==> config.mk <==
export PLATFORM = sky130hd
export DESIGN_NAME = generational_slot_allocator_top
export DESIGN_NICKNAME = d
export VERILOG_FILES = /design/src/gsa_pkg.sv /design/src/gsa_free_stack.sv /design/src/gsa_slot_table.sv /design/src/generational_slot_allocator_top.sv
export SDC_FILE = /design/constraint.sdc
export NUM_CORES = 2
export LEC_CHECK = 0
export ABC_AREA = 0
export BUFFER_PORTS_ARGS = -buffer_cell sky130_fd_sc_hd__buf_2
export CORE_ASPECT_RATIO = 1.1
export CORE_MARGIN = 4
export CORE_UTILIZATION = 35
export CTS_CLUSTER_SIZE = 28
export DETAILED_ROUTE_END_ITERATION = 16
export GPL_TIMING_DRIVEN = 0
export MAX_ROUTING_LAYER = met4
export PLACE_DENSITY = 0.5
export SETUP_SLACK_MARGIN = 0.15
export SLEW_MARGIN = 5
export SYNTH_ARGS = -nofsm -noshare
export SYNTH_HDL_FRONTEND = slang
export SYNTH_SLANG_ARGS = --single-unit
==> constraint.sdc <==
create_clock -name clk -period 8.2 [get_ports clk]
set_input_delay 0.82 -clock clk [delete_from_list [all_inputs] [get_ports clk]]
set_output_delay 0.82 -clock clk [all_outputs]
set_load 0.1 [all_outputs]
==> src/gsa_pkg.sv <==
// Shared constants, codes and types for the generational slot allocator.
package gsa_pkg;

	localparam int POOL_SLOTS = 128;
	localparam int GEN_BITS   = 16;
	localparam int IDX_W      = $clog2(POOL_SLOTS);
	localparam int CNT_W      = $clog2(POOL_SLOTS + 1);

	// fixed field widths of the ports
	localparam int HIDX_W = 7;
	localparam int HGEN_W = 17;
	localparam int OGEN_W = 16;
	localparam int POS_W  = 32;
	localparam int ST_W   = 3;

	localparam logic OP_ACQUIRE = 1'b0;
	localparam logic OP_RELEASE = 1'b1;

	localparam logic [ST_W-1:0] ST_ACQUIRED = 3'd0;
	localparam logic [ST_W-1:0] ST_RELEASED = 3'd1;
	localparam logic [ST_W-1:0] ST_NULL     = 3'd2;
	localparam logic [ST_W-1:0] ST_STALE    = 3'd3;
	localparam logic [ST_W-1:0] ST_EMPTY    = 3'd4;

	localparam logic [HGEN_W-1:0] HGEN_NULL = {HGEN_W{1'b1}};

	typedef struct packed {
		logic             en;
		logic [IDX_W-1:0] idx;
	} push_t;

	typedef struct packed {
		logic                en;
		logic                xy_en;
		logic [IDX_W-1:0]    addr;
		logic                busy;
		logic [GEN_BITS-1:0] gen;
	} slot_wr_t;

endpackage

==> src/gsa_free_stack.sv <==
// LIFO free-slot stack in a synchronous memory, with count and low-water mark.
module gsa_free_stack (
	input  logic                       clk,
	input  logic                       arst_n,
	input  logic                       pop,
	input  gsa_pkg::push_t             push,
	output logic                       empty,
	output logic [gsa_pkg::IDX_W-1:0]  pop_idx
);

	logic [gsa_pkg::IDX_W-1:0] mem [gsa_pkg::POOL_SLOTS];
	logic [gsa_pkg::CNT_W-1:0] count_q;
	logic [gsa_pkg::CNT_W-1:0] low_q;
	logic [gsa_pkg::CNT_W-1:0] top_pos;
	logic                      full;
	logic [gsa_pkg::IDX_W-1:0] rd_q;
	logic [gsa_pkg::IDX_W-1:0] orig_q;
	logic                      orig_sel_q;

	assign top_pos = count_q - gsa_pkg::CNT_W'(1);
	assign empty   = (count_q == '0);
	assign full    = (count_q == gsa_pkg::CNT_W'(gsa_pkg::POOL_SLOTS));

	// Entries in [low_q, count_q) were pushed since reset; below low_q the
	// stack still holds its reset fill, slot 0 on top.
	always_ff @(posedge clk or negedge arst_n) begin
		if (!arst_n) begin
			count_q <= gsa_pkg::CNT_W'(gsa_pkg::POOL_SLOTS);
			low_q   <= gsa_pkg::CNT_W'(gsa_pkg::POOL_SLOTS);
		end else if (pop) begin
			count_q <= top_pos;
			if (top_pos < low_q) begin
				low_q <= top_pos;
			end
		end else if (push.en && !full) begin
			count_q <= count_q + gsa_pkg::CNT_W'(1);
		end
	end

	always_ff @(posedge clk) begin
		if (push.en && !full) begin
			mem[count_q[gsa_pkg::IDX_W-1:0]] <= push.idx;
		end
		if (pop) begin
			rd_q       <= mem[top_pos[gsa_pkg::IDX_W-1:0]];
			orig_sel_q <= (top_pos < low_q);
			orig_q     <= gsa_pkg::IDX_W'(gsa_pkg::POOL_SLOTS - 1)
				- top_pos[gsa_pkg::IDX_W-1:0];
		end
	end

	assign pop_idx = orig_sel_q ? orig_q : rd_q;

endmodule

==> src/gsa_slot_table.sv <==
// Per-slot busy bit, generation and position words, in synchronous memories.
module gsa_slot_table (
	input  logic                          clk,
	input  logic                          arst_n,
	input  logic                          rd_en,
	input  logic [gsa_pkg::IDX_W-1:0]     rd_addr,
	input  gsa_pkg::slot_wr_t             wr,
	input  logic [gsa_pkg::POS_W-1:0]     wr_x,
	input  logic [gsa_pkg::POS_W-1:0]     wr_y,
	output logic                          rd_busy,
	output logic [gsa_pkg::GEN_BITS-1:0]  rd_gen
);

	logic [gsa_pkg::GEN_BITS:0]      mem   [gsa_pkg::POOL_SLOTS];
	logic [gsa_pkg::POS_W-1:0]       x_mem [gsa_pkg::POOL_SLOTS];
	logic [gsa_pkg::POS_W-1:0]       y_mem [gsa_pkg::POOL_SLOTS];
	logic [gsa_pkg::POOL_SLOTS-1:0]  valid_q;
	logic [gsa_pkg::GEN_BITS:0]      rd_q;
	logic                            rd_vld_q;

	// never-written entries read as not busy, generation zero
	always_ff @(posedge clk or negedge arst_n) begin
		if (!arst_n) begin
			valid_q <= '0;
		end else if (wr.en) begin
			valid_q[wr.addr] <= 1'b1;
		end
	end

	always_ff @(posedge clk) begin
		if (wr.en) begin
			mem[wr.addr] <= {wr.busy, wr.gen};
		end
		if (wr.xy_en) begin
			x_mem[wr.addr] <= wr_x;
			y_mem[wr.addr] <= wr_y;
		end
		if (rd_en) begin
			rd_q     <= mem[rd_addr];
			rd_vld_q <= valid_q[rd_addr];
		end
	end

	assign rd_busy = rd_vld_q & rd_q[gsa_pkg::GEN_BITS];
	assign rd_gen  = rd_vld_q ? rd_q[gsa_pkg::GEN_BITS-1:0] : '0;

endmodule

==> src/generational_slot_allocator_top.sv <==
// Top level of the generational slot allocator: sequencer and result register.
//
//  channel | direction | handshake           | beat contents
//  --------+-----------+---------------------+----------------------------------------------
//  in      | input     | in_valid / in_ready | op, pos_x, pos_y, handle_index, handle_generation
//  out     | output    | out_valid/out_ready | status, slot_index, slot_generation
//
// One item at a time. Acquire reads the stack, then reads the slot table
// at the popped index, then writes back; release reads the slot table,
// then compares and writes back; null handles and empty-pool acquires skip these steps.
// The slot table read for an acquire depends on the stack read, which sets this order.
// Reset leaves every slot free with generation zero; no clearing pass.
// A held result stalls only the item behind it; the next beat is accepted meanwhile.
module generational_slot_allocator_top (
	input  logic                                clk,
	input  logic                                arst_n,
	input  logic                                in_valid,
	output logic                                in_ready,
	input  logic                                op,
	input  logic [gsa_pkg::POS_W-1:0]           pos_x,
	input  logic [gsa_pkg::POS_W-1:0]           pos_y,
	input  logic [gsa_pkg::HIDX_W-1:0]          handle_index,
	input  logic signed [gsa_pkg::HGEN_W-1:0]   handle_generation,
	output logic                                out_valid,
	input  logic                                out_ready,
	output logic [gsa_pkg::ST_W-1:0]            status,
	output logic [gsa_pkg::HIDX_W-1:0]          slot_index,
	output logic [gsa_pkg::OGEN_W-1:0]          slot_generation
);

	localparam logic [2:0] S_IDLE = 3'd0;
	localparam logic [2:0] S_POP  = 3'd1;
	localparam logic [2:0] S_ACQ  = 3'd2;
	localparam logic [2:0] S_CHK  = 3'd3;
	localparam logic [2:0] S_FIN  = 3'd4;

	logic [2:0]                       state_q;
	logic [2:0]                       state_d;
	logic                             in_acc;
	logic                             is_null;
	logic                             pop;
	logic                             empty;
	logic [gsa_pkg::IDX_W-1:0]        pop_idx;
	gsa_pkg::push_t                   push;
	gsa_pkg::slot_wr_t                slot_wr;
	logic                             rd_en;
	logic [gsa_pkg::IDX_W-1:0]        rd_addr;
	logic                             rd_busy;
	logic [gsa_pkg::GEN_BITS-1:0]     rd_gen;
	logic                             in_pool;
	logic                             gen_match;
	logic                             rel_ok;
	logic                             fin_load;

	logic [gsa_pkg::POS_W-1:0]        pos_x_q;
	logic [gsa_pkg::POS_W-1:0]        pos_y_q;
	logic [gsa_pkg::HIDX_W-1:0]       hidx_q;
	logic [gsa_pkg::HGEN_W-1:0]       hgen_q;
	logic [gsa_pkg::IDX_W-1:0]        acq_idx_q;
	logic [gsa_pkg::ST_W-1:0]         res_status_q;
	logic [gsa_pkg::HIDX_W-1:0]       res_idx_q;
	logic [gsa_pkg::OGEN_W-1:0]       res_gen_q;
	logic                             out_valid_q;
	logic [gsa_pkg::ST_W-1:0]         status_q;
	logic [gsa_pkg::HIDX_W-1:0]       slot_index_q;
	logic [gsa_pkg::OGEN_W-1:0]       slot_generation_q;

	assign in_ready = (state_q == S_IDLE);
	assign in_acc   = in_valid & in_ready;
	assign is_null  = (handle_generation == gsa_pkg::HGEN_NULL);
	assign pop      = in_acc && (op == gsa_pkg::OP_ACQUIRE) && !empty;
	assign fin_load = (state_q == S_FIN) && (!out_valid_q || out_ready);

	assign rd_en   = (in_acc && (op == gsa_pkg::OP_RELEASE) && !is_null)
		|| (state_q == S_POP);
	assign rd_addr = (state_q == S_POP) ? pop_idx : gsa_pkg::IDX_W'(handle_index);

	assign in_pool   = ({1'b0, hidx_q} < (gsa_pkg::HIDX_W + 1)'(gsa_pkg::POOL_SLOTS));
	assign gen_match = !hgen_q[gsa_pkg::HGEN_W-1]
		&& (hgen_q[gsa_pkg::HGEN_W-2:0] == (gsa_pkg::HGEN_W - 1)'(rd_gen));
	assign rel_ok    = (state_q == S_CHK) && in_pool && rd_busy && gen_match;

	always_comb begin
		slot_wr       = '0;
		slot_wr.addr  = acq_idx_q;
		slot_wr.busy  = 1'b1;
		slot_wr.gen   = rd_gen;
		push          = '0;
		push.idx      = gsa_pkg::IDX_W'(hidx_q);
		if (state_q == S_ACQ) begin
			slot_wr.en    = 1'b1;
			slot_wr.xy_en = 1'b1;
		end else if (rel_ok) begin
			slot_wr.en   = 1'b1;
			slot_wr.addr = gsa_pkg::IDX_W'(hidx_q);
			slot_wr.busy = 1'b0;
			slot_wr.gen  = rd_gen + gsa_pkg::GEN_BITS'(1);
			push.en      = 1'b1;
		end
	end

	always_comb begin
		state_d = state_q;
		unique case (state_q)
			S_IDLE: begin
				if (in_acc) begin
					if (op == gsa_pkg::OP_ACQUIRE) begin
						state_d = empty ? S_FIN : S_POP;
					end else begin
						state_d = is_null ? S_FIN : S_CHK;
					end
				end
			end
			S_POP: state_d = S_ACQ;
			S_ACQ: state_d = S_FIN;
			S_CHK: state_d = S_FIN;
			S_FIN: begin
				if (fin_load) begin
					state_d = S_IDLE;
				end
			end
			default: state_d = S_IDLE;
		endcase
	end

	always_ff @(posedge clk or negedge arst_n) begin
		if (!arst_n) begin
			state_q     <= S_IDLE;
			out_valid_q <= 1'b0;
		end else begin
			state_q <= state_d;
			if (fin_load) begin
				out_valid_q <= 1'b1;
			end else if (out_ready) begin
				out_valid_q <= 1'b0;
			end
		end
	end

	always_ff @(posedge clk) begin
		if (in_acc) begin
			pos_x_q <= pos_x;
			pos_y_q <= pos_y;
			hidx_q  <= handle_index;
			hgen_q  <= handle_generation;
			res_idx_q <= '0;
			res_gen_q <= '0;
			if (op == gsa_pkg::OP_ACQUIRE) begin
				res_status_q <= gsa_pkg::ST_EMPTY;
			end else begin
				res_status_q <= is_null ? gsa_pkg::ST_NULL : gsa_pkg::ST_STALE;
			end
		end
		if (state_q == S_POP) begin
			acq_idx_q <= pop_idx;
		end
		if (state_q == S_ACQ) begin
			res_status_q <= gsa_pkg::ST_ACQUIRED;
			res_idx_q    <= gsa_pkg::HIDX_W'(acq_idx_q);
			res_gen_q    <= gsa_pkg::OGEN_W'(rd_gen);
		end
		if (rel_ok) begin
			res_status_q <= gsa_pkg::ST_RELEASED;
		end
		if (fin_load) begin
			status_q          <= res_status_q;
			slot_index_q      <= res_idx_q;
			slot_generation_q <= res_gen_q;
		end
	end

	gsa_free_stack u_free_stack (
		.clk     (clk),
		.arst_n  (arst_n),
		.pop     (pop),
		.push    (push),
		.empty   (empty),
		.pop_idx (pop_idx)
	);

	gsa_slot_table u_slot_table (
		.clk     (clk),
		.arst_n  (arst_n),
		.rd_en   (rd_en),
		.rd_addr (rd_addr),
		.wr      (slot_wr),
		.wr_x    (pos_x_q),
		.wr_y    (pos_y_q),
		.rd_busy (rd_busy),
		.rd_gen  (rd_gen)
	);

	assign out_valid       = out_valid_q;
	assign status          = status_q;
	assign slot_index      = slot_index_q;
	assign slot_generation = slot_generation_q;

endmodule

==> impl_metrics.py <==
metrics = {
    "global_route": {
        "antenna_found_initial": 130,
        "grt_use_total_pct": 35.97,
        "grt_pass1_wl_um": 869000,
        "grt_pass1_vias": 82140,
        "grt_remaining_overflow": 0,
        "grt_max_degree": 81,
    },
    "floorplanning": {
        "die_x_um": 592.4,
        "core_area_mm2": 0.3734,
        "initial_core_util_pct": 35.21,
        "die_y_um": 650.9,
        "io_pins": 121,
        "rows": 235,
        "dieArea_mm2": 0.3856,
    },
    "routing": {
        "first_pass_iters": 6,
        "vias": 91000,
        "drt_first_iter_violations": 18600,
        "viasPerCell": 6.307,
        "wl_um": 691000,
        "detail-route-antenna-nets": 0,
        "drc_errors": 0,
        "wl_per_cell_um": 47.88,
    },
    "cts": {
        "htree_num_levels": 5,
        "hold_buffers": 1,
        "post-cts-setup-buffer-count": 0,
        "cts_tree": "yes",
        "root_buffer": "clkbuf_16",
        "path_clk_slew_ps": 60,
        "cts_buffer_depth": 4,
        "clock_sinks": 3336,
        "worstSkewPairLatency_ps": 970,
        "cts_made_buffers": 350,
        "post_cts_resized": 0,
    },
    "power": {
        "ir_worst_vdd_v": 0.0003393,
        "powerDensity_mw_per_mm2": 363.8,
        "power.leakage_nw": 52.99,
    },
    "status": {
        "violations": "capacitance limit, slew limit",
        "status": "finished, violations left",
    },
    "run": {
        "max_cap_violations": 13,
    },
    "finish": {
        "final_core_util_pct": 42.22,
        "stdcell_count": 14430,
        "synthToLayoutAreaGrowth_pct": 19.90,
        "layout-drive-gt1-share_pct": 19.82,
        "nets": 9132,
    },
    "worst_setup_path": {
        "cp_max_fo": 10,
        "start_kind": "flip-flop",
        "cp.arrival_ps": 8350,
        "crit_type": "reg -> reg",
        "cp-end-kind": "flip-flop",
        "crit_required_ps": 8930,
    },
    "synth": {
        "syn_nets": 8419,
        "synth_edf_count": 3185,
        "syn_area_mm2": 0.1315,
        "ys_async_sr_fraction_pct": 4.436,
        "synth_seq_cells": 3336,
        "ys_types": 75,
        "post_synth.cell_area_avg_um2": 15.81,
        "ys_seq_area_share_pct": 75.60,
        "netlist_instances": 8315,
        "synth_ff_type": "edfxtp_1",
        "yosysWarnings": 0,
    },
    "sta": {
        "finClkSkew_ps": 55.79,
        "hold_viol_final": 0,
        "maxSlewHeadroom_pct": -12.74,
        "worst_pin_slew_ps": 1691,
        "fmax_mhz": 131.2,
        "setup_viol": 0,
        "finalCriticalPeriod_ps": 7623,
        "finalSetupTns_ps": 0,
        "slew_viol_final": 69,
        "rsz0062_at_grt": "false",
        "period_share_pct": 92.96,
    },
    "place": {
        "gp_congestion": 1.084,
        "dpl.hpwl_um": 479300,
        "port_buffers": 56,
        "place_inst": 13650,
    },
    "hold_path": {
        "hp-class": "in -> reg",
    },
}
[power breakdown]
part	switching [mW]	internal (mW)
registers	0.318	20.4
logic	15.4	5.40
clock network	7.00	8.77
[worst paths after layout]
kind / from / to / slack [ps] / cells past startpoint
worst max-delay path: state_q[0]$_DFFE_PN0P_ / u_slot_table.rd_q[1]$_DFFE_PP_ / 580 / 13
worst min-delay path: handle_generation[11] / hgen_q[11]$_DFFE_PP_ / 60 / 1
worst max register to register: state_q[0]$_DFFE_PN0P_ / u_slot_table.rd_q[1]$_DFFE_PP_ / 580 / 13
worst min register to register: res_idx_q[1]$_SDFFCE_PN0P_ / slot_index[1]$_DFFE_PP_ / 440 / 0
max in group asynchronous: arst_n / u_free_stack.low_q[7]$_DFFE_PN1P_ / 6590 / 4
min in group asynchronous: arst_n / u_slot_table.valid_q[9]$_DFFE_PN0N_ / 290 / 2
[cell type report]
| cell class | instances | area (um2) |
|---|---|---|
| tap | 4977 | 6227 |
| inverter | 29 | 118.9 |
| timing repair buffer | 361 | 6803 |
| buffer | 480 | 2744 |
| antenna | 144 | 360.3 |
| clock inverter | 169 | 1456 |
| multi-input combinational | 4470 | 31070 |
| clock buffer | 464 | 9458 |
| sequential | 3336 | 99410 |
| fill | 33540 | 215800 |
[stage by stage]
stage                     setup WS [ps]  cell area (um2)  power, mW  hold slack, ps
after floorplan                   528.9           131500      29.34           400.3
after global placement           -10050           138000      39.76           428.4
after detailed placement           1370           146300      40.65           404.5
after CTS                          1323           157300      56.12           3.784
after global routing               1100           157500      57.58           34.27
final                             577.3           157700      57.35           61.46
[worst max-delay path: stages, from the launching register on]
cell and delay (ps):
dfrtp_1 530, or3b_4 490, inv_6 110, mux2i_4 870, buf_2 600, buf_2 490, clkbuf_2 830, buf_16 250
nand2_1 70, a21oi_1 140, nor4_1 160, nor4_1 1270, nand4_1 910, nand4_1 560
[per-layer routing]
| metal | track usage [%] | share of wire [%] | vias to the layer above |
|---|---|---|---|
| li1 | - | - | 33550 |
| met1 | 44.55 | 37 | 47460 |
| met2 | 47.08 | 40 | 8027 |
| met3 | 15.94 | 15 | 1967 |
| met4 | 23.71 | 8.2 | 0 |
| met5 | - | 0 | - |
[state kept, by name (all words and copies together) (netlist names), 3 cells and up]
| signal | cells |
|---|---|
| res_idx_q | 7 |
| u_slot_table.rd_q | 17 |
| u_free_stack.count_q | 8 |
| status | 3 |
| u_free_stack.orig_q | 7 |
| u_slot_table.mem | 2176 |
| hgen_q | 17 |
| res_gen_q | 16 |
| u_free_stack.low_q | 8 |
| res_status_q | 3 |
| hidx_q | 7 |
| acq_idx_q | 7 |
| state_q | 3 |
| slot_index | 7 |
| u_slot_table.valid_q | 128 |
| slot_generation | 16 |
| u_free_stack.rd_q | 7 |
| u_free_stack.mem | 896 |
[layout by cell type (no fill, tap or decap), drive strengths merged, types with 164 or more instances in the layout]
cell type	instances
mux2i	417
o22ai	164
nand2	1560
nor2	314
a21oi	706
edfxtp	3185
nor4	235
clkbuf	648
mux4	319
buf	655
[cell usage after synthesis, types with 7 or more instances]
master | count | area [um2]
xnor2_1 | 10 | 87.58
or2_1 | 28 | 175.2
buf_2 | 162 | 810.8
dfrtp_1 | 146 | 3654
nor2b_1 | 9 | 56.30
o21ai_0 | 103 | 515.5
mux2_2 | 9 | 101.4
inv_1 | 28 | 105.1
and3_1 | 23 | 143.9
and2_1 | 11 | 68.82
ha_1 | 11 | 137.6
mux2i_1 | 414 | 4144
edfxtp_1 | 3185 | 95640
buf_6 | 32 | 360.4
or3_1 | 7 | 43.79
nor4_1 | 235 | 1470
o221ai_1 | 30 | 262.8
o21bai_1 | 16 | 120.1
a21oi_1 | 706 | 3533
nand3_1 | 142 | 710.7
o31ai_1 | 7 | 52.55
or2_2 | 88 | 550.5
a211oi_1 | 8 | 60.06
buf_8 | 8 | 120.1
mux4_2 | 317 | 7139
a31oi_1 | 11 | 68.82
buf_1 | 33 | 123.9
xor2_1 | 20 | 175.2
clkbuf_1 | 184 | 690.7
nand4_1 | 26 | 162.7
a22oi_1 | 23 | 172.7
nand2b_1 | 19 | 118.9
nor2_1 | 314 | 1179
a2111oi_0 | 19 | 166.4
o21ai_1 | 13 | 65.06
nand2_1 | 1559 | 5852
buf_4 | 56 | 420.4
nor3_1 | 58 | 290.3
o22ai_1 | 164 | 1026
[kinds of logic after synthesis]
group           synth area share [%]
simple gates                   8.397
flops                          75.60
buf+inv                        2.084
xor+xnor                      0.1998
fa+ha+maj                     0.1047
compound gates                 4.837
mux                            8.777
No activity file was read; power rests on OpenSTA's default activity.
